==> src/pic_pkg.sv <==
package pic_pkg;

    // Field widths
    localparam int COORD_W = 24;
    localparam int COUNT_W = 20;
    localparam int RAD_W   = 16;

    // Derived arithmetic widths (all signed unless noted)
    localparam int DW    = COORD_W + 1;      // coordinate difference
    localparam int CW    = 2 * DW + 1;       // cross product component
    localparam int L2W   = 2 * DW + 1;       // squared length, dot product
    localparam int AW    = CW;               // multiplier A operand
    localparam int XW    = 4 * DW;           // squared cross norm, unsigned
    localparam int RRW   = 2 * RAD_W;        // radius squared, unsigned
    localparam int RLW   = 2 * DW + RRW;     // radius^2 * length^2, unsigned
    localparam int ACC_W = ((XW > RLW) ? XW : RLW) + 4;

    // Digit-serial multiplier: B operand consumed 16 bits per pass
    localparam int DIG_W  = 16;
    localparam int DIG_LG = $clog2(DIG_W);
    localparam int ND_D   = (DW + DIG_W - 1) / DIG_W;
    localparam int ND_C   = (CW + DIG_W - 1) / DIG_W;
    localparam int ND_RAD = (RAD_W + DIG_W) / DIG_W;
    localparam int ND_RR  = (RRW + DIG_W) / DIG_W;
    localparam int NDMAX  = (ND_C > ND_RR) ? ND_C : ND_RR;
    localparam int BW     = NDMAX * DIG_W;
    localparam int DIGC_W = $clog2(NDMAX);
    localparam int SH_W   = $clog2(BW);
    localparam int PW     = AW + DIG_W + 1;

    // Term sequence
    localparam int NTERM  = 17;
    localparam int TERM_W = $clog2(NTERM);
    localparam logic [TERM_W-1:0] TERM_LAST = TERM_W'(NTERM - 1);

    // Work queue
    localparam int QDEPTH = 4;
    localparam int QA_W   = $clog2(QDEPTH);
    localparam int QC_W   = $clog2(QDEPTH + 1);

    // Configuration port
    localparam int CFG_IDX_W  = 3;
    localparam int CFG_DATA_W = (COORD_W > RAD_W) ? COORD_W : RAD_W;
    localparam logic [RAD_W-1:0]   RADIUS_RST = RAD_W'(164);
    localparam logic [COUNT_W-1:0] COUNT_MAX  = '1;

    typedef enum logic [CFG_IDX_W-1:0] {
        REG_START_X,
        REG_START_Y,
        REG_START_Z,
        REG_END_X,
        REG_END_Y,
        REG_END_Z,
        REG_RADIUS
    } t_reg_idx;

    typedef struct packed {
        logic signed [COORD_W-1:0] point_x;
        logic signed [COORD_W-1:0] point_y;
        logic signed [COORD_W-1:0] point_z;
        logic                      last_point;
    } t_in;

    typedef struct packed {
        logic               inside_res;
        logic [COUNT_W-1:0] running_count;
        logic               count_final;
    } t_out;

    typedef struct packed {
        logic signed [COORD_W-1:0] start_x;
        logic signed [COORD_W-1:0] start_y;
        logic signed [COORD_W-1:0] start_z;
        logic signed [COORD_W-1:0] end_x;
        logic signed [COORD_W-1:0] end_y;
        logic signed [COORD_W-1:0] end_z;
        logic [RAD_W-1:0]          radius;
    } t_seg;

    // Point relative to both segment ends, as queued for the back end
    typedef struct packed {
        logic signed [DW-1:0] d_x;
        logic signed [DW-1:0] d_y;
        logic signed [DW-1:0] d_z;
        logic signed [DW-1:0] f_x;
        logic signed [DW-1:0] f_y;
        logic signed [DW-1:0] f_z;
        logic                 last_point;
    } t_work;

    typedef enum logic [3:0] {
        OPD_D0, OPD_D1, OPD_D2,
        OPD_F0, OPD_F1, OPD_F2,
        OPD_L0, OPD_L1, OPD_L2,
        OPD_C0, OPD_C1, OPD_C2,
        OPD_LEN2, OPD_RAD, OPD_RR, OPD_ZERO
    } t_opnd;

    typedef enum logic [3:0] {
        DST_NONE, DST_RR, DST_C0, DST_C1, DST_C2,
        DST_CROSS, DST_LEN2, DST_DP, DST_FINAL
    } t_dst;

    typedef struct packed {
        t_opnd a_sel;
        t_opnd b_sel;
        logic  neg;
        logic  first;
        t_dst  dst;
    } t_term;

    typedef enum logic [1:0] {
        ST_IDLE,
        ST_RUN,
        ST_FLUSH,
        ST_DECIDE
    } t_state;

    function automatic logic signed [DW-1:0] coord_diff(
        input logic signed [COORD_W-1:0] a,
        input logic signed [COORD_W-1:0] b
    );
        return DW'(a) - DW'(b);
    endfunction

    // Multiply-accumulate program for one point
    function automatic t_term term_rom(input logic [TERM_W-1:0] idx);
        t_term t;
        unique case (idx)
            TERM_W'(0):  t = '{OPD_RAD,  OPD_RAD, 1'b0, 1'b1, DST_RR};
            TERM_W'(1):  t = '{OPD_D1,   OPD_F2,  1'b0, 1'b1, DST_NONE};
            TERM_W'(2):  t = '{OPD_D2,   OPD_F1,  1'b1, 1'b0, DST_C0};
            TERM_W'(3):  t = '{OPD_D2,   OPD_F0,  1'b0, 1'b1, DST_NONE};
            TERM_W'(4):  t = '{OPD_D0,   OPD_F2,  1'b1, 1'b0, DST_C1};
            TERM_W'(5):  t = '{OPD_D0,   OPD_F1,  1'b0, 1'b1, DST_NONE};
            TERM_W'(6):  t = '{OPD_D1,   OPD_F0,  1'b1, 1'b0, DST_C2};
            TERM_W'(7):  t = '{OPD_C0,   OPD_C0,  1'b0, 1'b1, DST_NONE};
            TERM_W'(8):  t = '{OPD_C1,   OPD_C1,  1'b0, 1'b0, DST_NONE};
            TERM_W'(9):  t = '{OPD_C2,   OPD_C2,  1'b0, 1'b0, DST_CROSS};
            TERM_W'(10): t = '{OPD_L0,   OPD_L0,  1'b0, 1'b1, DST_NONE};
            TERM_W'(11): t = '{OPD_L1,   OPD_L1,  1'b0, 1'b0, DST_NONE};
            TERM_W'(12): t = '{OPD_L2,   OPD_L2,  1'b0, 1'b0, DST_LEN2};
            TERM_W'(13): t = '{OPD_D0,   OPD_L0,  1'b0, 1'b1, DST_NONE};
            TERM_W'(14): t = '{OPD_D1,   OPD_L1,  1'b0, 1'b0, DST_NONE};
            TERM_W'(15): t = '{OPD_D2,   OPD_L2,  1'b0, 1'b0, DST_DP};
            TERM_W'(16): t = '{OPD_LEN2, OPD_RR,  1'b0, 1'b1, DST_FINAL};
            default:     t = '{OPD_ZERO, OPD_ZERO, 1'b0, 1'b1, DST_NONE};
        endcase
        return t;
    endfunction

    // Index of the last (signed) digit for a given B operand
    function automatic logic [DIGC_W-1:0] last_digit(input t_opnd b);
        logic [DIGC_W-1:0] n;
        unique case (b)
            OPD_D0, OPD_D1, OPD_D2,
            OPD_F0, OPD_F1, OPD_F2,
            OPD_L0, OPD_L1, OPD_L2: n = DIGC_W'(ND_D - 1);
            OPD_C0, OPD_C1, OPD_C2: n = DIGC_W'(ND_C - 1);
            OPD_RAD:                n = DIGC_W'(ND_RAD - 1);
            OPD_RR:                 n = DIGC_W'(ND_RR - 1);
            default:                n = '0;
        endcase
        return n;
    endfunction

endpackage

==> src/pic_front.sv <==
module pic_front (
    input  logic           i_clk,
    input  logic           i_rst_n,
    input  logic           i_push,
    output logic           o_full,
    input  pic_pkg::t_in   i_point,
    input  pic_pkg::t_seg  i_seg,
    output logic           o_q_push,
    output pic_pkg::t_work o_q_data,
    input  logic           i_q_full
);

    logic           r_valid;
    logic           n_valid;
    pic_pkg::t_work r_work;
    pic_pkg::t_work n_work;
    logic           accept;

    assign o_full   = r_valid & i_q_full;
    assign o_q_push = r_valid & ~i_q_full;
    assign o_q_data = r_work;
    assign accept   = i_push & ~o_full;

    // Refer the point to both segment ends
    always_comb begin
        n_work.d_x        = pic_pkg::coord_diff(i_point.point_x, i_seg.start_x);
        n_work.d_y        = pic_pkg::coord_diff(i_point.point_y, i_seg.start_y);
        n_work.d_z        = pic_pkg::coord_diff(i_point.point_z, i_seg.start_z);
        n_work.f_x        = pic_pkg::coord_diff(i_point.point_x, i_seg.end_x);
        n_work.f_y        = pic_pkg::coord_diff(i_point.point_y, i_seg.end_y);
        n_work.f_z        = pic_pkg::coord_diff(i_point.point_z, i_seg.end_z);
        n_work.last_point = i_point.last_point;
    end

    always_comb begin
        if (accept) begin
            n_valid = 1'b1;
        end else if (o_q_push) begin
            n_valid = 1'b0;
        end else begin
            n_valid = r_valid;
        end
    end

    always_ff @(posedge i_clk) begin
        if (!i_rst_n) begin
            r_valid <= 1'b0;
        end else begin
            r_valid <= n_valid;
        end
    end

    always_ff @(posedge i_clk) begin
        if (accept) begin
            r_work <= n_work;
        end
    end

endmodule

==> config.mk <==
export PLATFORM = sky130hd
export DESIGN_NAME = pic_front
export DESIGN_NICKNAME = d
export VERILOG_FILES = /design/src/pic_pkg.sv /design/src/pic_front.sv
export SDC_FILE = /design/constraint.sdc
export NUM_CORES = 1
export LEC_CHECK = 0
export BUFFER_PORTS_ARGS = -buffer_cell sky130_fd_sc_hd__buf_2
export CAP_MARGIN = 40
export CORE_ASPECT_RATIO = 1.75
export CORE_MARGIN = 3
export CORE_UTILIZATION = 25
export CTS_CLUSTER_DIAMETER = 30
export DETAILED_ROUTE_END_ITERATION = 8
export SLEW_MARGIN = 20
export SYNTH_ARGS = -nofsm -noshare
export SYNTH_HDL_FRONTEND = slang
export SYNTH_SLANG_ARGS = --single-unit
==> constraint.sdc <==
create_clock -name i_clk -period 7.85 [get_ports i_clk]
set_input_delay 0.785 -clock i_clk [delete_from_list [all_inputs] [get_ports i_clk]]
set_output_delay 0.785 -clock i_clk [all_outputs]
set_load 0.005 [all_outputs]
======== Word-level counts from Yosys, hierarchy flattened ========
Index checks and enable logic that the tools add are counted.
storage, ports and cells
  bits in registers ....................... 152
  latch bits .............................. 0
  memory bits (writable) .................. 0
  ROM bits ................................ 0
  bits of input ports ..................... 237
  memories kept ........................... 0
cells by class
  $add $sub $neg .......................... 6
  multipliers ............................. 0
  div/mod/pow operators ................... 0
  order comparisons ....................... 0
  eq/ne operators ......................... 0
  shift operators ......................... 0
  multiplexer cells ....................... 2
  bitwise operators ....................... 5
  reductions and logical operators ........ 1
operators with widths
  operator                                        number
  24-bit by 24-bit subtractor with 25-bit output  6
  1-bit bitwise AND                               3
  1-bit two-way mux                               2
  1-bit inverter                                  2
  2-bit nonzero test                              1

======== Logic depth before layout (Yosys ltp) ========
Gate-level depths: netlist of run 1.
  word-level depth ........................ 4
  mapped depth ............................ 11
  gate-level depth less buffers ........... 11

======== Worst setup path before layout of run 1 ========
OpenSTA, ideal clock, no wires.
  kind .................................... input -> register
  start point ............................. in i_q_full
  end point ............................... reg r_work (netlist bit o_q_data[0]) (enable)
  library setup time ...................... 682 ps
  arrival time ............................ 7650 ps
  data required time ...................... 7168 ps
  path slack .............................. -482 ps
  cell stages on the path ................. 2
  buffers on the path ..................... 0
  cells stage by stage .................... and2_1 > nor2b_1
between the ends
  longest elaborated chain between the ends .. 3
ends and longest elaborated chain
  item                  RTL line         source
  from (decl)           pic_front.sv:10  input logic i_q_full
  1-bit bitwise AND     pic_front.sv:19  assign o_full = r_valid & i_q_full;
  1-bit inverter        pic_front.sv:22  assign accept = i_push & ~o_full;
  1-bit bitwise AND     pic_front.sv:22
  named net accept      pic_front.sv:17  logic accept;
  to (signal assigned)  pic_front.sv:55  r_work <= n_work;
  to (decl)             pic_front.sv:15  pic_pkg::t_work r_work;
The timed path passes the listed nets, and every way through them passes these cells.
A chain may end at the register's enable or synchronous reset.

==> key figures, run 1 <==
Status
  • Outcome: complete, no violations

Yosys
  • Most frequent cell after synthesis: inv_1
  • Mapped Cells: 1252
  • Sequential fraction of the synthesis area: 38.1%
  • Area contributors post-synth: edfxtp_1, ha_1, inv_1
  • Syn avg cell area: 9.56 µm²
  • Post-synth top cells: inv_1, edfxtp_1, ha_1, a21oi_1, nor2_1
  • Top_reg_cell synth: edfxtp_1
  • Syn_nets: 1639
  • Mapped cell area: 12000 µm²
  • #FFs+latches synth: 152
  • Unique masters post-synth: 62
  • Yosys top cell area share: 37.9%
  • Synth area leader: edfxtp_1
  • Asr flop ratio synth: 0%
  • Post-synth EDFFs: 151
  • Ys Warns: 0

Clock tree
  • H-tree levels: 4
  • CTS Buf Count: 17
  • Setup bufs post-CTS: 0
  • Worst-path clk slew: 70 ps
  • Clock buffer depth: 2
  • Skew-Pair Late Insertion Delay: 450 ps
  • Root Buffer Master: clkbuf_16
  • CTS tree: built
  • # hold bufs at CTS: 0
  • Post-CTS resize count: 0
  • Num Clock Sinks: 152

Routing
  • Drt initial violations: 554
  • Routed len/inst: 18.4 µm
  • DRT antenna net count: 0
  • Number of iterations in the first detailed-routing pass: 7
  • DRC: 0
  • Via count: 10907
  • Via density: 4.86
  • Total Wirelength: 41.4 mm

Floorplan
  • Die H: 295 µm
  • Top-Level Pins: 390
  • Die X: 171 µm
  • Initial core utilization: 25.4%
  • Core ar.: 47200 µm²
  • Die area: 50600 µm²
  • FP Rows: 105

Pwr
  • P_leak: 7.41 nW
  • Switching Fraction: 31.6%
  • Flop pwr share: 37.6%
  • Comb pwr share: 30.6%
  • Clock network power share: 31.8%
  • Int Power: 1.94 mW
  • P per Cell Area: 186 nW/µm²
  • VDD IR max: 0.000132 V
  • Net switching power: 0.898 mW

STA
  • Slew margin rel.: 46.2%
  • Setup_tns: 0 ps
  • Hold Vio Cnt, Final: 0
  • Max frequency: 0.282 GHz
  • Layout Skew: 13.0 ps
  • Min cycle time layout: 3540 ps
  • Least-Margin Pin Slew: 787 ps
  • Final setup viols: 0
  • Fin. max-slew vios: 0
  • Crit share post-route: 45.1%
  • Unrepaired setup endpoints after global routing: false

Critical path
  • R2R setup slack: 5620 ps
  • Worst setup startpoint: i_point[1]
  • Req. time, crit path: 8050 ps
  • Critical Path Sink: o_q_data[98]
  • Crit Path Max Fanout: 3
  • Worst EP arrival: 3740 ps
  • Kind of end point of the critical path: flop
  • Critical path class: in -> reg
  • Reg2reg end: o_q_data[41]
  • Startpoint Class: input pin
  • Reg2Reg Depth: 4
  • Worst reg2reg path startpoint: r_valid

Placement
  • GPL Wtd Cong: 0.874
  • I/O Buffers: 373
  • Post-placement cell count: 2212
  • Final HPWL from detailed placement: 34.1 mm

Layout
  • Share of layout cells above drive strength 1: 25.2%
  • Layout Cells excl Fill: 2246
  • Layout Nets: 2031
  • Area growth syn-to-layout: 27.4%

Global routing
  • Largest net degree at the start of global routing: 64
  • GR Overflow Total: 0
  • Initial antenna violation count: 3
  • First-pass GRT wire length: 61.9 mm
  • Vias in the first global route: 11185
  • Total track usage: 16.1%

Worst hold path
  • Worst min-delay path category: in -> reg

Job
  • Max-cap violations: 0
-- power by group through the flow --
stage          registers (mW)  logic, mW  clock network (mW)
6_report                 1.07      0.871               0.904
5_1_grt                  1.08      0.974               0.960
4_1_cts                  1.07      0.874               0.938
3_5_place_dp             1.09      0.870                   0
3_3_place_gp             1.09      0.855                   0
2_1_floorplan            1.10      0.507                   0
-- cell families after synthesis --
family / after synthesis / share of synthesized area, %
simple gates: 274 / 11.4
flops: 152 / 38.1
xor+xnor: 112 / 8.20
compound gates: 367 / 19.9
buf+inv: 194 / 6.08
fa+ha+maj: 150 / 16.1
mux: 3 / 0.261
-- critical path, cell delays in order --
cell and delay [ps]:
buf_2 90, inv_1 100, ha_1 230, fa_1 230
nor2b_1 50, o21ai_0 410, a21o_1 230, a211oi_1 70
or4_1 510, o221ai_1 320, o21ai_0 220, nor3_1 470
-- per-stage QoR --
stage / utilization (%) / instance area [µm²] / power, mW / setup slack [ps] / hold WS, ps
2_1_floorplan: - / 12000 / 1.61 / 2480 / 606
3_3_place_gp: 30.9 / 14600 / 1.94 / 3870 / 638
3_5_place_dp: 31.0 / 14600 / 1.96 / 3860 / 671
4_1_cts: 32.3 / 15200 / 2.88 / 4340 / 468
5_1_grt: 32.3 / 15200 / 3.01 / 4060 / 493
6_report: 32.3 / 15200 / 2.84 / 4310 / 502
-- area by class of cell --
class | count | area, µm²
fillers | 4880 | 31900
multi-input cells | 906 | 6690
flip-flops and latches | 152 | 4550
repair buffers | 379 | 1950
well taps | 588 | 736
inverters | 188 | 706
clock buffers | 17 | 425
clock inverters | 15 | 183
diodes | 1 | 2.50
-- registers in the layout (all words and copies together), names as in the netlist --
name,flops
o_q_data,151
r_valid,1
-- cell usage in the layout, fill, tap and decap left out, types with 5 or more instances in the layout --
cell,count
o21a_1,24
a211o_1,5
o21ai_0,69
fa_1,6
nor2b_1,34
nand2_1,56
ha_1,144
nand2b_1,16
o22ai_1,5
a21oi_1,97
nor3_1,17
and3_1,13
xor2_1,45
a2111oi_0,6
buf_2,374
a21o_1,64
edfxtp_1,151
o31ai_1,8
nor2_1,81
a31oi_1,17
o21bai_1,9
o221ai_1,5
o211ai_1,5
nand3_1,18
inv_1,188
o31a_1,7
clkbuf_16,17
xnor2_1,67
a211oi_1,15
nand4_1,12
-- per-layer routing --
metal | part of all wire [%] | global-route usage [%] | vias to the layer above
li1 | - | - | 5299
met1 | 35 | 15.5 | 5090
met2 | 52 | 30.2 | 431
met3 | 7.7 | 4.94 | 83
met4 | 5.1 | 8.49 | 4
met5 | 0.058 | 0 | -
-- how the worst min path moves through the flow --
stage	startpoint	to	slack, ps	cells after the start
2_1_floorplan	r_valid	r_valid	610	2
3_3_place_gp	r_valid	r_valid	640	2
3_5_place_dp	r_valid	r_valid	670	2
4_1_cts	i_point[0]	o_q_data[0]	470	1
5_1_grt	i_point[0]	o_q_data[0]	490	1
6_report	i_point[0]	o_q_data[0]	500	1
No activity file was read; power rests on OpenSTA's default activity.
==> run 2: changes to the inputs <==
==> constraint.sdc (replaced) <==
create_clock -name i_clk -period 2.84 [get_ports i_clk]
set_input_delay 0.284 -clock i_clk [delete_from_list [all_inputs] [get_ports i_clk]]
set_output_delay 0.284 -clock i_clk [all_outputs]
set_load 0.005 [all_outputs]
==> key figures, run 2 (synthesized netlist as in run 1, its figures left out) <==
Clock tree
  • Setup bufs post-CTS: 0
  • Clock buffer depth: 2
  • Worst-path clk slew: 70 ps
  • CTS Buf Count: 17
  • Num Clock Sinks: 152
  • Root Buffer Master: clkbuf_16
  • Skew-Pair Late Insertion Delay: 440 ps
  • H-tree levels: 4
  • CTS tree: built

Critical path
  • Req. time, crit path: 3010 ps
  • Crit Path Max Fanout: 4
  • Startpoint Class: input pin
  • R2R setup slack: 1220 ps
  • Critical path class: in -> reg
  • Kind of end point of the critical path: flop
  • Worst EP arrival: 2810 ps

Worst hold path
  • Worst min-delay path category: in -> reg

Routing
  • Number of iterations in the first detailed-routing pass: 5
  • Via density: 4.81
  • DRT antenna net count: 0
  • DRC: 0
  • Drt initial violations: 620
  • Routed len/inst: 18.4 µm
  • Via count: 11294
  • Total Wirelength: 43.2 mm

Global routing
  • Total track usage: 16.7%
  • Vias in the first global route: 11692
  • Largest net degree at the start of global routing: 74
  • GR Overflow Total: 0
  • Initial antenna violation count: 8
  • First-pass GRT wire length: 64.1 mm

Floorplan
  • Initial core utilization: 25.4%
  • FP Rows: 105
  • Top-Level Pins: 390
  • Core ar.: 47200 µm²
  • Die X: 171 µm
  • Die H: 295 µm
  • Die area: 50600 µm²

Pwr
  • P per Cell Area: 498 nW/µm²
  • Net switching power: 2.51 mW
  • Switching Fraction: 31.6%
  • Flop pwr share: 37.5%
  • Comb pwr share: 32.4%
  • VDD IR max: 0.000314 V
  • P_leak: 7.88 nW
  • Int Power: 5.44 mW
  • Clock network power share: 30.1%

Placement
  • Final HPWL from detailed placement: 35.9 mm
  • GPL Wtd Cong: 0.902
  • I/O Buffers: 373
  • DP Area: 15300 µm²
  • Post-placement cell count: 2309

Layout
  • Max FFs per register: 151
  • Layout Cells excl Fill: 2346
  • Share of layout cells above drive strength 1: 29.5%
  • Design area: 16000 µm²
  • Util after Layout: 33.8%
  • Layout Nets: 2128
  • Area growth syn-to-layout: 33.4%
  • Multi-input logic area: 6700 µm²
  • Most frequent cells in the layout: buf_2, inv_1, edfxtp_1, ha_1, buf_4
  • FF/Latch Area: 4550 µm²
  • # fillers: 4897
  • Commonest non-fill, non-tap cell in the layout: buf_2

STA
  • Max frequency: 0.380 GHz
  • Crit share post-route: 92.8%
  • Slew margin rel.: 57.9%
  • Layout Skew: 11.5 ps
  • Fin. max-slew vios: 0
  • Unrepaired setup endpoints after global routing: false
  • Hold Vio Cnt, Final: 0
  • Final setup viols: 0
  • Min cycle time layout: 2630 ps
  • Least-Margin Pin Slew: 625 ps

Status
  • Outcome: complete, no violations

Job
  • Max-cap violations: 0
==> run 2: cell types whose count changed in the layout (fill, tap and decap cells not counted), moves of 2 or more <==
cell       before  now
diode_2         1    5
buf_12          0    2
buf_4           2  100
clkinv_1        3    1
buf_16          2    0
clkinv_4        0    2
a2111oi_0       6    4
==> run 2: worst max-delay path, cell delays in order <==
cell and delay [ps]:
buf_2 100, inv_1 70, buf_4 100, ha_1 170, fa_1 200, nor2b_1 60, o31a_1 250, or3_1 350
a221o_1 360, a41o_1 290, buf_4 150, nor2_2 160, o31ai_1 100, xor2_1 150
==> run 2: power by group through the flow <==
| stage | clock network [mW] | registers (mW) | logic [mW] |
|---|---|---|---|
| 4_1_cts | 2.48 | 2.99 | 2.58 |
| 3_3_place_gp | 0 | 3.03 | 2.53 |
| 3_5_place_dp | 0 | 3.03 | 2.57 |
| 6_report | 2.39 | 2.98 | 2.57 |
| 5_1_grt | 2.54 | 3.01 | 2.86 |
| 2_1_floorplan | 0 | 3.04 | 1.40 |
==> run 2: final cells by class <==
type	count	share of cell area, %
multi-input cells	906	42.0
clock buffers	17	2.66
diodes	5	0.0784
well taps	588	4.61
flip-flops and latches	152	28.5
repair buffers	476	16.7
clock inverters	14	0.995
inverters	188	4.42
==> run 2: what timing repair did <==
action	CTS	global route
hold endpoints to repair	1	0
hold buffers	1	0
resized for setup	1	2
endpoints found under the setup margin	1	2
==> run 2: worst paths after layout <==
| path | startpoint | end | cells after the start |
|---|---|---|---|
| worst max-delay path | i_point[49] | o_q_data[69] | 14 |
| worst min-delay path | i_rst_n | r_valid | 2 |
| worst max register to register | r_valid | o_q_data[78] | 3 |
| worst min register to register | r_valid | r_valid | 2 |
==> run 2: per-stage QoR <==
stage | power, mW | hold WS, ps | worst slack [ps] | TNS [ps]
3_3_place_gp | 5.56 | 461 | -533 | -3720
6_report | 7.95 | 50.8 | 205 | 0
4_1_cts | 8.06 | 15.9 | 105 | 0
2_1_floorplan | 4.45 | 383 | -265 | -39990
3_5_place_dp | 5.60 | 471 | -492 | -4580
5_1_grt | 8.41 | 35.8 | 30.0 | 0
==> run 2: metal layers <==
layer  global-route usage (%)  vias to the layer above  share of wire [%]
met2                     30.8                      451                 52
met1                     16.0                     5229                 35
met4                     11.3                        6                6.4
li1                         -                     5495                  -
met5                        0                        -              0.086
met3                     4.32                      113                6.4
==> run 3: changes to the inputs <==
--- a/config.mk
+++ b/config.mk
@@ -5,6 +5,7 @@
 export SDC_FILE = /design/constraint.sdc
 export NUM_CORES = 1
 export LEC_CHECK = 0
+export ABC_AREA = 1
 export BUFFER_PORTS_ARGS = -buffer_cell sky130_fd_sc_hd__buf_2
 export CAP_MARGIN = 40
 export CORE_ASPECT_RATIO = 1.75
==> key figures, run 3 <==
Yosys
  • Syn_nets: 2976
  • Top_reg_cell synth: edfxtp_1
  • Ys Warns: 0
  • Synth area leader: edfxtp_1
  • Most frequent cell after synthesis: nand2_1
  • Sequential fraction of the synthesis area: 28.6%
  • #FFs+latches synth: 152
  • Mapped cell area: 15900 µm²
  • Post-synth EDFFs: 151
  • Mapped Cells: 2589
  • Asr flop ratio synth: 0%
  • Area contributors post-synth: edfxtp_1, nand2_1, inv_1
  • Yosys top cell area share: 28.4%
  • Syn avg cell area: 6.16 µm²
  • Post-synth top cells: nand2_1, inv_1, nor2_1, edfxtp_1, ha_1
  • Unique masters post-synth: 20

Placement
  • Final HPWL from detailed placement: 55.1 mm
  • I/O Buffers: 373
  • GPL Wtd Cong: 0.988

Status
  • Outcome: complete, no violations

STA
  • Min cycle time layout: 1860 ps
  • Crit share post-route: 65.5%
  • Hold Vio Cnt, Final: 0
  • Fin. max-slew vios: 0
  • Unrepaired setup endpoints after global routing: false
  • Slew margin rel.: 65.7%
  • Layout Skew: 12.8 ps
  • Final setup viols: 0
  • Least-Margin Pin Slew: 515 ps
  • Max frequency: 0.538 GHz

Clock tree
  • Num Clock Sinks: 152
  • H-tree levels: 4
  • CTS Buf Count: 17
  • Root Buffer Master: clkbuf_16
  • Worst-path clk slew: 70 ps
  • Skew-Pair Late Insertion Delay: 480 ps
  • Clock buffer depth: 2
  • CTS tree: built

Worst hold path
  • Worst min-delay path category: in -> reg

Global routing
  • First-pass GRT wire length: 92.4 mm
  • Total track usage: 18.5%
  • Vias in the first global route: 16857
  • GR Overflow Total: 0
  • Largest net degree at the start of global routing: 34
  • Initial antenna violation count: 11

Routing
  • Drt initial violations: 735
  • Via count: 16584
  • DRC: 0
  • Number of iterations in the first detailed-routing pass: 5
  • Via density: 4.35
  • Routed len/inst: 16.5 µm
  • Total Wirelength: 63.0 mm
  • DRT antenna net count: 0

Floorplan
  • Core ar.: 62700 µm²
  • Top-Level Pins: 390
  • Die X: 197 µm
  • Initial core utilization: 25.4%
  • FP Rows: 121
  • Die H: 340 µm
  • Die area: 67000 µm²

Pwr
  • P per Cell Area: 437 nW/µm²
  • P_leak: 11.8 nW
  • Final Power: 8.57 mW
  • VDD IR max: 0.000452 V

Layout
  • # fillers: 7068
  • Share of layout cells above drive strength 1: 15.0%
  • Commonest non-fill, non-tap cell in the layout: nand2_1
  • Layout Nets: 3385
  • Most frequent cells in the layout: nand2_1, inv_1, buf_2, nor2_1, edfxtp_1
  • Max FFs per register: 151
  • Util after Layout: 31.3%
  • Area growth syn-to-layout: 23.1%

Critical path
  • Crit Path Max Fanout: 4
  • Worst EP arrival: 2090 ps
  • Req. time, crit path: 3070 ps
  • Critical path class: in -> reg
  • Startpoint Class: input pin
  • Kind of end point of the critical path: flop

Job
  • Max-cap violations: 0
run 3: timing repair:
action                                  CTS  global route
resized for setup                         0             0
hold buffers                              1             0
buffers inserted                          0             0
endpoints found under the setup margin    0             0
hold endpoints to repair                  1             0
run 3: path summary, 6_finish.rpt:
check	startpoint	endpoint	slack (ps)	cells past startpoint
worst max-delay path	i_point[1]	o_q_data[25]	980	12
worst min-delay path	i_rst_n	r_valid	70	2
worst max register to register	r_valid	o_q_data[35]	1230	5
worst min register to register	r_valid	r_valid	520	2
run 3: routing by layer:
layer  track usage (%)  wire length [µm]
met1              17.0             21700
met2              36.0             33500
met3              4.18              3860
met4              11.3              3960
met5                 0                63
run 3: cell type report:
| type | count | area [µm²] | area share, % |
|---|---|---|---|
| antenna | 4 | 10.0 | 0.0510 |
| clock buffer | 18 | 429 | 2.19 |
| clock inverter | 14 | 173 | 0.879 |
| inverter | 684 | 2570 | 13.1 |
| sequential | 152 | 4560 | 23.2 |
| timing repair buffer | 390 | 2070 | 10.5 |
| multi-input combinational | 1753 | 8830 | 45.0 |
| tap | 799 | 1000 | 5.09 |
run 3: critical path, cell delays in order:
cell     delay, ps
buf_2           80
inv_1           60
ha_1           240
fa_1           440
inv_1          150
nand2_1         60
nand2_1         90
nand3_1        110
nand2_1        250
nand2_1        160
nand4_1        120
nand2_1         50
run 3: logic make-up after synthesis:
| logic type | synth area share (%) |
|---|---|
| simple gates | 36.8 |
| buf+inv | 16.1 |
| flops | 28.6 |
| fa+ha+maj | 12.1 |
| xor+xnor | 4.17 |
| compound gates | 2.34 |
run 3: report_power, final:
group,switching (mW),internal [mW],total [mW]
clock,1.12,1.39,2.51
combinational,2.02,1.09,3.11
sequential,0.0892,2.87,2.96
run 3: stage by stage:
| stage | std cells | cell area [µm²] | setup WS, ps | hold slack (ps) | TNS, ps |
|---|---|---|---|---|---|
| 6_report | 3814 | 19600 | 980 | 68.1 | 0 |
| 3_3_place_gp | 3776 | 19000 | 551 | 461 | 0 |
| 3_5_place_dp | 3777 | 19000 | 526 | 468 | 0 |
| 5_1_grt | 3810 | 19600 | 964 | 52.2 | 0 |
| 2_1_floorplan | 2589 | 16000 | -230 | 383 | -34790 |
| 4_1_cts | 3810 | 19600 | 1030 | 30.5 | 0 |
