File: config.mk
export PLATFORM = sky130hd
export DESIGN_NAME = pic_cfg
export DESIGN_NICKNAME = d
export VERILOG_FILES = /design/src/pic_pkg.sv /design/src/pic_cfg.sv
export SDC_FILE = /design/constraint.sdc
export NUM_CORES = 1
export LEC_CHECK = 0
export BUFFER_PORTS_ARGS = -buffer_cell sky130_fd_sc_hd__buf_2
export CAP_MARGIN = 5
export CORE_AREA = 2 2 127 129
export CTS_BUF_LIST = sky130_fd_sc_hd__clkbuf_4 sky130_fd_sc_hd__clkbuf_8 sky130_fd_sc_hd__clkbuf_16
export CTS_CLUSTER_DIAMETER = 50
export CTS_CLUSTER_SIZE = 40
export DETAILED_ROUTE_END_ITERATION = 10
export DIE_AREA = 0 0 129 131
export PLACE_DENSITY = 0.72
export SLEW_MARGIN = 5
export SYNTH_ARGS = -nofsm -noshare
export SYNTH_HDL_FRONTEND = slang
export SYNTH_SLANG_ARGS = --single-unit
export TNS_END_PERCENT = 5
File: constraint.sdc
create_clock -name i_clk -period 2.29 [get_ports i_clk]
set_clock_uncertainty 0.15 [all_clocks]
set_input_delay 0.1145 -clock i_clk [delete_from_list [all_inputs] [get_ports i_clk]]
set_output_delay 0.1145 -clock i_clk [all_outputs]
set_load 0.02 [all_outputs]
File: src/pic_pkg.sv
package pic_pkg;

    // Field widths
    localparam int COORD_W = 24;
    localparam int COUNT_W = 20;
    localparam int RAD_W   = 16;

    // Derived arithmetic widths (all signed unless noted)
    localparam int DW    = COORD_W + 1;      // coordinate difference
    localparam int CW    = 2 * DW + 1;       // cross product component
    localparam int L2W   = 2 * DW + 1;       // squared length, dot product
    localparam int AW    = CW;               // multiplier A operand
    localparam int XW    = 4 * DW;           // squared cross norm, unsigned
    localparam int RRW   = 2 * RAD_W;        // radius squared, unsigned
    localparam int RLW   = 2 * DW + RRW;     // radius^2 * length^2, unsigned
    localparam int ACC_W = ((XW > RLW) ? XW : RLW) + 4;

    // Digit-serial multiplier: B operand consumed 16 bits per pass
    localparam int DIG_W  = 16;
    localparam int DIG_LG = $clog2(DIG_W);
    localparam int ND_D   = (DW + DIG_W - 1) / DIG_W;
    localparam int ND_C   = (CW + DIG_W - 1) / DIG_W;
    localparam int ND_RAD = (RAD_W + DIG_W) / DIG_W;
    localparam int ND_RR  = (RRW + DIG_W) / DIG_W;
    localparam int NDMAX  = (ND_C > ND_RR) ? ND_C : ND_RR;
    localparam int BW     = NDMAX * DIG_W;
    localparam int DIGC_W = $clog2(NDMAX);
    localparam int SH_W   = $clog2(BW);
    localparam int PW     = AW + DIG_W + 1;

    // Term sequence
    localparam int NTERM  = 17;
    localparam int TERM_W = $clog2(NTERM);
    localparam logic [TERM_W-1:0] TERM_LAST = TERM_W'(NTERM - 1);

    // Work queue
    localparam int QDEPTH = 4;
    localparam int QA_W   = $clog2(QDEPTH);
    localparam int QC_W   = $clog2(QDEPTH + 1);

    // Configuration port
    localparam int CFG_IDX_W  = 3;
    localparam int CFG_DATA_W = (COORD_W > RAD_W) ? COORD_W : RAD_W;
    localparam logic [RAD_W-1:0]   RADIUS_RST = RAD_W'(164);
    localparam logic [COUNT_W-1:0] COUNT_MAX  = '1;

    typedef enum logic [CFG_IDX_W-1:0] {
        REG_START_X,
        REG_START_Y,
        REG_START_Z,
        REG_END_X,
        REG_END_Y,
        REG_END_Z,
        REG_RADIUS
    } t_reg_idx;

    typedef struct packed {
        logic signed [COORD_W-1:0] point_x;
        logic signed [COORD_W-1:0] point_y;
        logic signed [COORD_W-1:0] point_z;
        logic                      last_point;
    } t_in;

    typedef struct packed {
        logic               inside_res;
        logic [COUNT_W-1:0] running_count;
        logic               count_final;
    } t_out;

    typedef struct packed {
        logic signed [COORD_W-1:0] start_x;
        logic signed [COORD_W-1:0] start_y;
        logic signed [COORD_W-1:0] start_z;
        logic signed [COORD_W-1:0] end_x;
        logic signed [COORD_W-1:0] end_y;
        logic signed [COORD_W-1:0] end_z;
        logic [RAD_W-1:0]          radius;
    } t_seg;

    // Point relative to both segment ends, as queued for the back end
    typedef struct packed {
        logic signed [DW-1:0] d_x;
        logic signed [DW-1:0] d_y;
        logic signed [DW-1:0] d_z;
        logic signed [DW-1:0] f_x;
        logic signed [DW-1:0] f_y;
        logic signed [DW-1:0] f_z;
        logic                 last_point;
    } t_work;

    typedef enum logic [3:0] {
        OPD_D0, OPD_D1, OPD_D2,
        OPD_F0, OPD_F1, OPD_F2,
        OPD_L0, OPD_L1, OPD_L2,
        OPD_C0, OPD_C1, OPD_C2,
        OPD_LEN2, OPD_RAD, OPD_RR, OPD_ZERO
    } t_opnd;

    typedef enum logic [3:0] {
        DST_NONE, DST_RR, DST_C0, DST_C1, DST_C2,
        DST_CROSS, DST_LEN2, DST_DP, DST_FINAL
    } t_dst;

    typedef struct packed {
        t_opnd a_sel;
        t_opnd b_sel;
        logic  neg;
        logic  first;
        t_dst  dst;
    } t_term;

    typedef enum logic [1:0] {
        ST_IDLE,
        ST_RUN,
        ST_FLUSH,
        ST_DECIDE
    } t_state;

    function automatic logic signed [DW-1:0] coord_diff(
        input logic signed [COORD_W-1:0] a,
        input logic signed [COORD_W-1:0] b
    );
        return DW'(a) - DW'(b);
    endfunction

    // Multiply-accumulate program for one point
    function automatic t_term term_rom(input logic [TERM_W-1:0] idx);
        t_term t;
        unique case (idx)
            TERM_W'(0):  t = '{OPD_RAD,  OPD_RAD, 1'b0, 1'b1, DST_RR};
            TERM_W'(1):  t = '{OPD_D1,   OPD_F2,  1'b0, 1'b1, DST_NONE};
            TERM_W'(2):  t = '{OPD_D2,   OPD_F1,  1'b1, 1'b0, DST_C0};
            TERM_W'(3):  t = '{OPD_D2,   OPD_F0,  1'b0, 1'b1, DST_NONE};
            TERM_W'(4):  t = '{OPD_D0,   OPD_F2,  1'b1, 1'b0, DST_C1};
            TERM_W'(5):  t = '{OPD_D0,   OPD_F1,  1'b0, 1'b1, DST_NONE};
            TERM_W'(6):  t = '{OPD_D1,   OPD_F0,  1'b1, 1'b0, DST_C2};
            TERM_W'(7):  t = '{OPD_C0,   OPD_C0,  1'b0, 1'b1, DST_NONE};
            TERM_W'(8):  t = '{OPD_C1,   OPD_C1,  1'b0, 1'b0, DST_NONE};
            TERM_W'(9):  t = '{OPD_C2,   OPD_C2,  1'b0, 1'b0, DST_CROSS};
            TERM_W'(10): t = '{OPD_L0,   OPD_L0,  1'b0, 1'b1, DST_NONE};
            TERM_W'(11): t = '{OPD_L1,   OPD_L1,  1'b0, 1'b0, DST_NONE};
            TERM_W'(12): t = '{OPD_L2,   OPD_L2,  1'b0, 1'b0, DST_LEN2};
            TERM_W'(13): t = '{OPD_D0,   OPD_L0,  1'b0, 1'b1, DST_NONE};
            TERM_W'(14): t = '{OPD_D1,   OPD_L1,  1'b0, 1'b0, DST_NONE};
            TERM_W'(15): t = '{OPD_D2,   OPD_L2,  1'b0, 1'b0, DST_DP};
            TERM_W'(16): t = '{OPD_LEN2, OPD_RR,  1'b0, 1'b1, DST_FINAL};
            default:     t = '{OPD_ZERO, OPD_ZERO, 1'b0, 1'b1, DST_NONE};
        endcase
        return t;
    endfunction

    // Index of the last (signed) digit for a given B operand
    function automatic logic [DIGC_W-1:0] last_digit(input t_opnd b);
        logic [DIGC_W-1:0] n;
        unique case (b)
            OPD_D0, OPD_D1, OPD_D2,
            OPD_F0, OPD_F1, OPD_F2,
            OPD_L0, OPD_L1, OPD_L2: n = DIGC_W'(ND_D - 1);
            OPD_C0, OPD_C1, OPD_C2: n = DIGC_W'(ND_C - 1);
            OPD_RAD:                n = DIGC_W'(ND_RAD - 1);
            OPD_RR:                 n = DIGC_W'(ND_RR - 1);
            default:                n = '0;
        endcase
        return n;
    endfunction

endpackage

File: src/pic_cfg.sv
module pic_cfg (
    input  logic                               i_clk,
    input  logic                               i_rst_n,
    input  logic                               i_valid,
    output logic                               o_ready,
    input  logic [pic_pkg::CFG_IDX_W-1:0]      i_index,
    input  logic [pic_pkg::CFG_DATA_W-1:0]     i_data,
    output pic_pkg::t_seg                      o_seg
);

    localparam pic_pkg::t_seg SEG_RST = '{
        start_x: '0, start_y: '0, start_z: '0,
        end_x:   '0, end_y:   '0, end_z:   '0,
        radius:  pic_pkg::RADIUS_RST
    };

    pic_pkg::t_seg r_seg;
    pic_pkg::t_seg n_seg;

    assign o_ready = 1'b1;
    assign o_seg   = r_seg;

    always_comb begin
        n_seg = r_seg;
        if (i_valid) begin
            unique case (pic_pkg::t_reg_idx'(i_index))
                pic_pkg::REG_START_X: n_seg.start_x = i_data[pic_pkg::COORD_W-1:0];
                pic_pkg::REG_START_Y: n_seg.start_y = i_data[pic_pkg::COORD_W-1:0];
                pic_pkg::REG_START_Z: n_seg.start_z = i_data[pic_pkg::COORD_W-1:0];
                pic_pkg::REG_END_X:   n_seg.end_x   = i_data[pic_pkg::COORD_W-1:0];
                pic_pkg::REG_END_Y:   n_seg.end_y   = i_data[pic_pkg::COORD_W-1:0];
                pic_pkg::REG_END_Z:   n_seg.end_z   = i_data[pic_pkg::COORD_W-1:0];
                pic_pkg::REG_RADIUS:  n_seg.radius  = i_data[pic_pkg::RAD_W-1:0];
                default:              n_seg = r_seg;
            endcase
        end
    end

    always_ff @(posedge i_clk) begin
        if (!i_rst_n) begin
            r_seg <= SEG_RST;
        end else begin
            r_seg <= n_seg;
        end
    end

endmodule

[Word level (Yosys, flattened, before mapping)]
Index checks and enable logic that the tools add are counted.
Cells by class
  $add $sub $neg: 0
  multiply operators: 0
  divide/modulo/power cells: 0
  $lt $le $gt $ge: 0
  eq/ne operators: 6
  shift operators: 0
  multiplexer cells: 0
  bitwise operators: 0
  reductions and logical operators: 8
Operators with widths (number)
  $reduce_and A2 Y1: 7
  $eq A3 B3 Y1 const B: 3
  $eq A3 B2 Y1 const B: 2
  $eq A3 B1 Y1 const B: 1
  $logic_not A3 Y1: 1
Word-level totals
  register bits after elaboration: 160
  latch bits: 0
  RAM bits: 0
  ROM bits: 0
  input bits: 30
  output and inout bits: 161
  memories kept: 0

[Logic depth before layout (Yosys ltp)]
Gate-level depths: netlist of the first run.
  word-level depth: 2
  mapped depth: 5
  gate-level depth less buffers: 2

[Least setup slack after synthesis of the first run]
No wires, ideal clock.
  path kind: input to register
  start point: input port i_index[0] in the netlist's numbering
  end point: register r_seg, in the netlist o_seg[142]
  data arrival time: 0.863 ns
  slack: 1.205 ns
  stages: 4
  cells stage by stage: nor4b_2 -> buf_4 -> buf_8 -> mux2i_1
Between the ends
  word-level cells in the longest chain between the ends: 2
Ends and longest elaborated chain
  start: declaration: line pic_cfg.sv:6  | input logic [pic_pkg::CFG_IDX_W-1:0] i_index,
  $logic_not A3 Y1: line pic_cfg.sv:26  | unique case (pic_pkg::t_reg_idx'(i_index))
  $reduce_and A2 Y1 (no line)
  end signal: assignment: line pic_cfg.sv:43  | r_seg <= n_seg;
  end: declaration: line pic_cfg.sv:17  | pic_pkg::t_seg r_seg;
Every way passes these cells.
A chain may end at the register's enable or synchronous reset.

[Final worst setup path of the first run]
  start point: register r_seg, in the netlist o_seg[122]
  end point: output port o_seg[122] in the netlist's numbering
RTL lines
  end: declaration: line pic_cfg.sv:8  | output pic_pkg::t_seg o_seg
No word-level cell between the ends.

==> summary.md, run 1 <==
| Metric | Value |
|---|---|
| Status | complete, no violations |
| FF/Latch Area | roughly 3200 µm² |
| Num CTS Buffers | 17 |
| Sum Neg Setup Slack | 0 ps |
| First-pass GRT wire length | between 20000 and 25000 µm |
| Synth Net Count | 588 |
| Starting density of the core | approximately 38% |
| CP bufs+invs | 1 |
| Leakage | just over 4 nW |
| Clock Path Buffers | 2 |
| Fin. Hold Viols | 0 |
| Max reg flops | between 150 and 200 |
| CTS tree | built |
| Sequential area share after synthesis | 54.2% |
| Area growth syn-to-layout | 30.7% |
| Worst-Skew Late Latency | 420 ps |
| Die Ht | 131 µm |
| CTS sink cnt | 160 |
| VDD IR max | approximately 0.5 mV |
| Core footprint | approximately 16000 µm² |
| Total power | between 0.006 and 0.007 W |
| Avg Cell Area, Syn | approximately 11 µm² |
| Max-cap violations | 0 |
| Crit path time final | roughly 1200 ps |
| Layout cell share with drive strength beyond 1 | a little under a third |
| Setup crit end kind | primary output |
| # resized after CTS | 0 |
| Hold Path Class | input pin to flip-flop |
| Max incr delay on CP | between 300 and 400 ps |
| CP required | just over 2000 ps |
| Vias in the first global route | approximately 4300 |
| Non-Filler Instances | a little under 1000 |
| Critical Path Fanout Max | 2 |
| #FFs+latches synth | 160 |
| All-layer global routing usage | around 17% |
| IO Count | 191 |
| Die Width | approximately 130 µm |
| Port Buffers | 189 |
| Max_slew headroom | about two thirds |
| DR vias | 4480 |
| Initial antenna violation count | 0 |
| Filler Cells Inserted | 1448 |
| Crit-path slowest cell | dfxtp_1 |
| Iter 0 DRT Violations | roughly 200 |
| FP Rows | 46 |
| Critical path class | flip-flop to primary output |
| Fin util | slightly below 50% |
| PwrDens | around 790 nW/µm² |
| # setup viols final | 0 |
| Clock Tree Root | clkbuf_16 |
| Unrepaired setup endpoints after global routing | no |
| RD Place Congestion | 0.740 |
| Syn Inst Count | 558 |
| Delay-heaviest family, CP | flip-flops |
| Peak Freq | about 810 MHz |
| GR Overflow Total | 0 |
| Residual DRC | 0 |
| Dpl cells | a little over 900 |
| HPWL Detailed | 9690 µm |
| Reg clk slew, reported paths | ~60 ps |
| Mapped cell area | roughly 5900 µm² |
| CP Launch Type | flip-flop |
| Via-to-Cell Ratio | 4.58 |
| Net count, final | between 700 and 800 |
| Routed length per instance | between 15 and 20 µm |
| Tcrit/Tclk final | a little over half |
| CP Cell Sequence | buf_2 |
| Die ar. | about 17000 µm² |
| Slew at the pin with the worst max-slew slack | ~510 ps |
| Htree depth | 4 |
| Arrival @ worst endpoint | 960 ps |
| Number of routed nets with antenna violations | 0 |
| N_diodes | 0 |
| Hold WS | 21.1 ps |
| Area of the multi-input gates | approximately 2400 µm² |
| Largest net degree at the start of global routing | 99 |
| Synth unique cells | 17 |
| Warnings, synthesis | 0 |
| Drt pass-1 iters | 4 |
| Fin. max-slew vios | 0 |
| Final wirelength | between 10000 and 15000 µm |
## cell families after synthesis
family        synth area share [%]
buf+inv                       4.87
flops                         54.2
mux                           27.1
other cells                 0.0635
simple gates                  13.7
## repair_timing
action                    in CTS  in global routing
setup buffers                  0                  0
hold buffers                  17                  0
hold endpoints to repair     102                  0
## cells in the mapped netlist
master	instances	area, µm²
buf_2	9	45.0
buf_8	2	30.0
buf_12	2	40.0
dfxtp_1	160	3200
nor4b_2	1	15.0
and4b_2	1	11.3
and4bb_1	1	12.5
conb_1	1	3.75
mux2i_1	160	1600
clkbuf_1	13	48.8
nor2b_1	6	37.5
nand4bb_1	2	22.5
buf_6	1	11.3
nand4b_1	2	17.5
nand4b_2	1	15.0
buf_4	15	113
nand2_1	181	679
## layer usage
layer	global-route usage [%]	routed length [µm]	part of all wire [%]	vias to the layer above
met5	0	0	0	-
met4	6.71	249	1.7	0
met2	28.6	6950	47	151
li1	-	-	-	2224
met3	6.72	1130	7.6	19
met1	20.8	6530	44	2086
## cell type report
class / count / area share (%)
Tap cell: 216 / 3.50
Timing Repair Buffer: 215 / 15.9
Clock buffer: 19 / 5.79
Sequential cell: 160 / 41.5
Clock inverter: 13 / 1.80
Multi-Input combinational cell: 356 / 31.6
## stage by stage
| stage | setup WS, ps | cell area (µm²) |
|---|---|---|
| CTS | 1040 | 7720 |
| finish | 1060 | 7720 |
| detailed placement | 740 | 6960 |
| global placement | 773 | 6960 |
| floorplan | 1200 | 5910 |
| global route | 1030 | 7720 |
## power breakdown
group | switching [W] | internal (W) | total, W
sequential | 0.0000305 | 0.00284 | 0.00288
clock | 0.00116 | 0.00165 | 0.00280
combinational | 0.000283 | 0.000160 | 0.000442
total | 0.00147 | 0.00465 | 0.00612
## placed cells by master (no fill, tap or decap), drive strengths merged
master,count
bufinv,2
mux2i,160
nand2,181
clkinvlp,4
nand4b,3
clkbuf,19
nand4bb,2
nor4b,1
buf,198
clkinv,6
nor2b,6
dlygate4sd3,17
inv,1
conb,1
and4b,1
dfxtp,160
and4bb,1
## path summary, 6_finish.rpt
kind / startpoint / end / slack [ps] / cells past startpoint
max: o_seg[122] / o_seg[122] / 1060 / 1
min reg2reg: o_seg[117] / o_seg[117] / 300 / 2
min: i_data[1] / o_seg[89] / 20 / 3
max reg2reg: o_seg[34] / o_seg[34] / 1490 / 2
No activity file was read; power rests on OpenSTA's default activity.
==> run 2, diff against run 1 <==
--- a/config.mk
+++ b/config.mk
@@ -5,14 +5,15 @@
 export SDC_FILE = /design/constraint.sdc
 export NUM_CORES = 1
 export LEC_CHECK = 0
+export ABC_AREA = 1
 export BUFFER_PORTS_ARGS = -buffer_cell sky130_fd_sc_hd__buf_2
 export CAP_MARGIN = 5
-export CORE_AREA = 2 2 127 129
+export CORE_AREA = 2 2 131 133
 export CTS_BUF_LIST = sky130_fd_sc_hd__clkbuf_4 sky130_fd_sc_hd__clkbuf_8 sky130_fd_sc_hd__clkbuf_16
 export CTS_CLUSTER_DIAMETER = 50
 export CTS_CLUSTER_SIZE = 40
 export DETAILED_ROUTE_END_ITERATION = 10
-export DIE_AREA = 0 0 129 131
+export DIE_AREA = 0 0 133 135
 export PLACE_DENSITY = 0.72
 export SLEW_MARGIN = 5
 export SYNTH_ARGS = -nofsm -noshare
==> constraint.sdc (replaced) <==
create_clock -name i_clk -period 1.2 [get_ports i_clk]
set_clock_uncertainty 0.15 [all_clocks]
set_input_delay 0.06 -clock i_clk [delete_from_list [all_inputs] [get_ports i_clk]]
set_output_delay 0.06 -clock i_clk [all_outputs]
set_load 0.02 [all_outputs]
==> run 2 against run 1 <==
The flow now finishes with violations (negative hold slack). Non-clock buffer count grew 22. Sequential power grew 94%. Area after synthesis grew 8.1%. Synthesized cell count grew 63%. Sequential share of layout area shrank 4.2 points. Combinational power grew to 3.6 times the previous value. Register-to-register slack lost 1100 ps. Critical endpoint is now o_seg[136]. Largest cell class unchanged.
==> summary.md, run 2 <==
| Metric | Value |
|---|---|
| Status | finished, violations left (was complete, no violations) |
| Violated checks | negative hold slack |
| VDD IR max | 0.965 mV (was 0.499 mV) |
| #FFs+latches synth | 160 (unchanged) |
| Layout cell share with drive strength beyond 1 | 24.0% (was 30.9%) |
| Die Ht | 135 µm (was 131 µm) |
| Die Width | 133 µm (was 129 µm) |
| Drt pass-1 iters | 5 (was 4) |
| CTS sink cnt | 160 (unchanged) |
| Arrival @ worst endpoint | 960 ps (about the same) |
| Starting density of the core | 38.9% (was 37.9%) |
| IO Count | 191 (unchanged) |
| Max incr delay on CP | 360 ps (about the same) |
| PwrDens | 1480 nW/µm² (was 793 nW/µm²) |
| Iter 0 DRT Violations | 489 (was 203) |
| Sequential area share after synthesis | 50.2% (was 54.2%) |
| Fin. Hold Viols | 5 (was 0) |
| Port Buffers | 189 (unchanged) |
| Ys async rst share | 0% (unchanged) |
| Most frequent cells in the layout | nor2_1, buf_2, nand2_1 (was buf_2, nand2_1, mux2i_1, dfxtp_1) |
| Net count, final | 1132 (was 780) |
| All-layer global routing usage | 22.4% (was 17.4%) |
| Leakage | 4.15 nW (was 4.06 nW) |
| # setup viols final | 0 (unchanged) |
| Post-synth top cells | nor2_1, nand2_1, dfxtp_1, nand3_1, buf_2 (was nand2_1, dfxtp_1, mux2i_1) |
| Largest net degree at the start of global routing | 54 (was 99) |
| Num CTS Buffers | 17 (unchanged) |
| Post-CTS Setup Bufs | 0 (unchanged) |
| FP Rows | 47 (was 46) |
| Non-Filler Instances | 1333 (was 979) |
| Synth top area share | 50.2% (was 54.2%) |
| Final wirelength | 20100 µm (was 14900 µm) |
| GR Overflow Total | 0 (unchanged) |
| CP required | 990 ps (was 2030 ps) |
| Hold Path Class | input pin to flip-flop (unchanged) |
| DR vias | 6397 (was 4480) |
| CP Launch Type | flip-flop (unchanged) |
| N_diodes | 0 (unchanged) |
| Hold WS | -13.3 ps (was 21.1 ps) |
| Critical Path Fanout Max | 2 (unchanged) |
| CP Cell Sequence | buf_2 (unchanged) |
| Crit path time final | 1170 ps |
| Htree depth | 4 (unchanged) |
| CTS tree | built (unchanged) |
| Crit-path slowest cell | dfxtp_1 (unchanged) |
| Setup crit end kind | primary output (unchanged) |
| Synth unique cells | 13 (was 17) |
| Clock Tree Root | clkbuf_16 (unchanged) |
| Top post-synthesis cells by area | dfxtp_1, nor2_1, nand3_1 (was dfxtp_1, mux2i_1, nand2_1) |
| RD Place Congestion | 0.795 (was 0.740) |
| Mapped cell area | 6390 µm² (was 5910 µm²) |
| Clock Path Buffers | 2 (unchanged) |
| Delay-heaviest family, CP | flip-flops (unchanged) |
| Via-to-Cell Ratio | 4.80 (was 4.58) |
| Sum Neg Setup Slack | 0 ps (unchanged) |
| Warnings, synthesis | 0 (unchanged) |
| CP bufs+invs | 1 (unchanged) |
| Avg Cell Area, Syn | 7.02 µm² (was 10.6 µm²) |
| Unrepaired setup endpoints after global routing | no (unchanged) |
| Initial antenna violation count | 1 (was 0) |
| Area growth syn-to-layout | 34.6% (was 30.7%) |
| Number of routed nets with antenna violations | 0 (unchanged) |
| Dpl cells | 1284 (was 930) |
| Most instantiated library cell after synthesis | nor2_1 (was nand2_1) |
| HPWL Detailed | 13300 µm (was 9690 µm) |
| Fin. max-slew vios | 0 (unchanged) |
| Max reg flops | 160 (unchanged) |
| Ys flop type | dfxtp_1 (unchanged) |
| Tcrit/Tclk final | 97.5% |
| Core footprint | 16400 µm² (was 15600 µm²) |
| Number of synthesized flops with an enable pin | 0 (unchanged) |
| First-pass GRT wire length | 31200 µm (was 22600 µm) |
| Max-cap violations | 0 (unchanged) |
| Peak Freq | roughly 850 MHz |
| Die ar. | 18000 µm² (was 16900 µm²) |
| Synth area leader | dfxtp_1 (unchanged) |
| Critical path class | flip-flop to primary output (unchanged) |
| Reg clk slew, reported paths | 60 ps (about the same) |
| Residual DRC | 0 (unchanged) |
| Syn Inst Count | 910 (was 558) |
| Most common cell after layout, fill and taps aside | nor2_1 (was buf_2) |
| Routed length per instance | 15.1 µm (was 15.2 µm) |
| Synth Net Count | 940 (was 588) |
| Worst-Skew Late Latency | 420 ps (about the same) |
| Vias in the first global route | 5730 (was 4272) |
[run 2: cell count changes in the layout (fill, tap and decap cells not counted), moves of 14 or more]
cell / before / now
buf_12: 3 / 21
nand3_1: 0 / 160
mux2i_1: 160 / 0
inv_1: 0 / 25
nor2_1: 0 / 314
buf_4: 7 / 21
[run 2: logic make-up (layout without fill, tap and decap cells)]
| logic type | Yosys count | count (layout) | share of synthesized area [%] |
|---|---|---|---|
| AND/OR/NAND/NOR | 655 | 655 | 42.7 |
| buffers and inverters | 94 | 297 | 7.13 |
| other | 1 | 1 | 0.0587 |
| flip-flops | 160 | 160 | 50.2 |
[run 2: through the flow]
| step | setup WS, ps | total power (W) | area (µm²) | util, % | hold slack (ps) |
|---|---|---|---|---|---|
| final | 30.1 | 0.0127 | 8600 | 52.4 | -13.3 |
| after global placement | 41.5 | 0.00721 | 7770 | 47.4 | 137 |
| after CTS | 0.299 | 0.0128 | 8560 | 52.2 | 8.68 |
| after detailed placement | 9.40 | 0.00724 | 7770 | 47.4 | 149 |
| after floorplan | 191 | 0.00666 | 6390 | - | 36.2 |
| after global routing | 0.685 | 0.0132 | 8600 | 52.4 | 39.2 |
[run 2: cell type report]
class	count	area (µm²)
tap	220	275
timing repair buffer	237	1660
clock inverter	10	138
fill	1595	7810
inverter	30	113
clock buffer	20	460
multi-input combinational	656	2750
sequential	160	3200
[run 2: repair_timing]
action,in CTS,in global routing
endpoints found under the hold margin,124,0
setup endpoints to repair,0,14
resized for setup,0,15
hold buffers,19,0
[run 2: report_power, final]
part / total [W] / internal [W] / switching (W) / leakage [nW]
sequential: 0.00560 / 0.00550 / 0.000103 / 1.30
combinational: 0.00158 / 0.000555 / 0.00102 / 2.56
clock: 0.00553 / 0.00338 / 0.00216 / 0.291
total: 0.0127 / 0.00943 / 0.00328 / 4.15
[run 2: final timing paths]
path | from | endpoint | slack [ps] | cells past startpoint
setup / recovery | o_seg[136] | o_seg[136] | 30 | 1
hold / removal | i_data[14] | o_seg[54] | -10 | 5
setup reg to reg | o_seg[109] | o_seg[109] | 400 | 2
hold reg to reg | o_seg[2] | o_seg[2] | 310 | 2
[run 2: tightest hold or removal path, stage by stage]
cell and delay, ps:
buf_2 70, inv_1 150, nand3_1 130, nand2_1 40
nor2_1 60
[run 2: metal layers]
| metal | wire [µm] | global-route usage [%] | vias to the layer above |
|---|---|---|---|
| li1 | - | - | 3209 |
| met1 | 8730 | 29.3 | 2928 |
| met2 | 9740 | 36.9 | 231 |
| met3 | 1330 | 5.11 | 27 |
| met4 | 280 | 7.05 | 2 |
| met5 | 13 | 0 | - |
==> run 3, diff against run 2 <==
==> config.mk (replaced) <==
export PLATFORM = sky130hd
export DESIGN_NAME = pic_cfg
export DESIGN_NICKNAME = d
export VERILOG_FILES = /design/src/pic_pkg.sv /design/src/pic_cfg.sv
export SDC_FILE = /design/constraint.sdc
export NUM_CORES = 1
export LEC_CHECK = 0
export ABC_AREA = 0
export BUFFER_PORTS_ARGS = -buffer_cell sky130_fd_sc_hd__buf_2
export CAP_MARGIN = 5
export CORE_AREA = 2 2 112 114
export CTS_BUF_LIST = sky130_fd_sc_hd__clkbuf_8 sky130_fd_sc_hd__clkbuf_16
export CTS_CLUSTER_DIAMETER = 50
export CTS_CLUSTER_SIZE = 40
export DETAILED_ROUTE_END_ITERATION = 10
export DIE_AREA = 0 0 114 116
export PLACE_DENSITY = 0.87
export SLEW_MARGIN = 5
export SYNTH_ARGS = -nofsm -noshare
export SYNTH_HDL_FRONTEND = slang
export SYNTH_SLANG_ARGS = --single-unit
export TNS_END_PERCENT = 5
==> run 3 against run 2 <==
The flow still finishes with violations (negative hold slack). Design area down 7.7%. Via count down 25%. Fmax up 0.20%. Largest power group unchanged. Sequential cell count unchanged. Core utilization up 14 points. Hold slack better by 7.4 ps. Largest cell class unchanged. Global-route usage up 1.5 points. Non-clock buffer count up 6. Worst setup slack better by 2.3 ps. Final cell count down 30%. First-iteration DRC count down 53%. Sequential power down 2%.
==> summary.md, run 3 (synthesized netlist as in run 1, its figures left out) <==
| Metric | Value |
|---|---|
| Peak Freq | 856 MHz (was 855 MHz) |
| VDD IR max | 0.816 mV (was 0.965 mV) |
| All-layer global routing usage | 24.0% (was 22.4%) |
| Crit path time final | 1170 ps (about the same) |
| First-pass GRT wire length | 24700 µm (was 31200 µm) |
| Starting density of the core | 49.6% (was 38.9%) |
| Worst-Skew Late Latency | 400 ps (was 420 ps) |
| Post-CTS Setup Bufs | 0 (unchanged) |
| RD Place Congestion | 0.772 (was 0.795) |
| Most frequent cells in the layout | buf_2, nand2_1, mux2i_1, dfxtp_1, dlygate4sd3_1 (was nor2_1, buf_2, nand2_1) |
| N_diodes | 0 (unchanged) |
| GR Overflow Total | 0 (unchanged) |
| Total power | 0.0115 W (was 0.0127 W) |
| Leakage | 4.22 nW (was 4.15 nW) |
| Levels on crit path | 1 (unchanged) |
| CP bufs+invs | 1 (unchanged) |
| Clock Path Buffers | 2 (unchanged) |
| CTS tree | built (unchanged) |
| Clock Tree Root | clkbuf_16 (unchanged) |
| DP Area | 7110 µm² (was 7770 µm²) |
| Non-Filler Instances | 937 (was 1333) |
| Htree depth | 4 (unchanged) |
| PwrDens | 1450 nW/µm² (was 1480 nW/µm²) |
| # resized after CTS | 0 (unchanged) |
| Max reg flops | 160 (unchanged) |
| Tcrit/Tclk final | 97.3% (was 97.5%) |
| HPWL Detailed | 10200 µm (was 13300 µm) |
| Iter 0 DRT Violations | 229 (was 489) |
| Num CTS Buffers | 17 (unchanged) |
| Fin. max-slew vios | 0 (unchanged) |
| Fin util | 66.6% (was 52.4%) |
| Residual DRC | 0 (unchanged) |
| Die ar. | 13200 µm² (was 18000 µm²) |
| Reg clk slew, reported paths | 70 ps (was 60 ps) |
| Fin. Hold Viols | 6 (was 5) |
| DR vias | 4801 (was 6397) |
| CP Cell Sequence | buf_2 (unchanged) |
| Crit-path slowest cell | dfxtp_1 (unchanged) |
| Max incr delay on CP | 360 ps (about the same) |
| Critical Path Fanout Max | 2 (unchanged) |
| Final instance area | 7940 µm² (was 8600 µm²) |
| Number of routed nets with antenna violations | 0 (unchanged) |
| CP required | 990 ps (about the same) |
| Core footprint | 11900 µm² (was 16400 µm²) |
| Unrepaired setup endpoints after global routing | no (unchanged) |
| Sum Neg Setup Slack | 0 ps (unchanged) |
| Status | finished, violations left (unchanged) |
| Layout cell share with drive strength beyond 1 | 31.9% (was 24.0%) |
| Routed length per instance | 16.5 µm (was 15.1 µm) |
| Hold Path Class | input pin to flip-flop (unchanged) |
| Via-to-Cell Ratio | 5.12 (was 4.80) |
| CP Launch Type | flip-flop (unchanged) |
| FP Rows | 40 (was 47) |
| Dpl cells | 879 (was 1284) |
| Die Width | 114 µm (was 133 µm) |
| Vias in the first global route | 4944 (was 5730) |
| IO Count | 191 (unchanged) |
| Delay-heaviest family, CP | flip-flops (unchanged) |
| Initial antenna violation count | 0 (was 1) |
| Final wirelength | 15500 µm (was 20100 µm) |
| Area growth syn-to-layout | 34.3% (was 34.6%) |
| Hold WS | -5.89 ps (was -13.3 ps) |
| Violated checks | negative hold slack (unchanged) |
| Arrival @ worst endpoint | 960 ps (about the same) |
| Die Ht | 116 µm (was 135 µm) |
| Port Buffers | 189 (unchanged) |
| Worst R2R Path Depth | 2 (unchanged) |
| Hold path depth | 4 (was 5) |
| Critical path class | flip-flop to primary output (unchanged) |
| Setup crit end kind | primary output (unchanged) |
| Most common cell after layout, fill and taps aside | buf_2 (was nor2_1) |
| Net count, final | 808 (was 1132) |
| Drt pass-1 iters | 4 (was 5) |
| Largest net degree at the start of global routing | 30 (was 54) |
| CTS sink cnt | 160 (unchanged) |
| # setup viols final | 0 (unchanged) |
| Max-cap violations | 0 (unchanged) |
[run 3: changes by cell type in the layout (fill, tap and decap cells not counted), moves of 13 or more]
cell	previous run	this run
nand3_1	160	0
inv_1	25	1
nor2_1	314	0
nand2_1	168	181
buf_2	175	188
mux2i_1	0	160
[run 3: metrics by stage]
step / hold slack, ps / setup slack (ps)
CTS: -164 / 6.80
global placement: 187 / -2.18
global route: 0.872 / 3.89
floorplan: 76.5 / 169
detailed placement: 209 / -49.0
finish: -5.89 / 32.4
[run 3: path summary, 6_finish.rpt]
kind | startpoint | to | slack (ps)
max | o_seg[153] | o_seg[153] | 30
min | i_rst_n | o_seg[109] | -6
max reg2reg | o_seg[111] | o_seg[111] | 370
min reg2reg | o_seg[70] | o_seg[70] | 310
[run 3: routing by layer]
| layer | GRT usage, % | share of wire (%) | routed length (µm) |
|---|---|---|---|
| met5 | 0 | 0 | 0 |
| met4 | 10.0 | 2.2 | 338 |
| met3 | 7.69 | 7.8 | 1200 |
| met2 | 42.7 | 49 | 7650 |
| met1 | 26.5 | 41 | 6290 |
[run 3: power by group]
part / switching, W / internal (W) / total [W]
logic: 0.000564 / 0.000380 / 0.000945
registers: 0.0000628 / 0.00543 / 0.00549
clock network: 0.00214 / 0.00290 / 0.00504
[run 3: final cells by class]
cell class              count  area [µm²]
fillers                   921        3980
flip-flops and latches    160        3200
multi-input cells         356        2430
repair buffers            243        1560
clock buffers              18         439
well taps                 147         184
clock inverters            13         115
[run 3: what timing repair did]
| action | 4_1_cts | 5_1_grt |
|---|---|---|
| endpoints found under the hold margin | 147 | 3 |
| hold buffers | 27 | 1 |
| endpoints found under the setup margin | 0 | 8 |
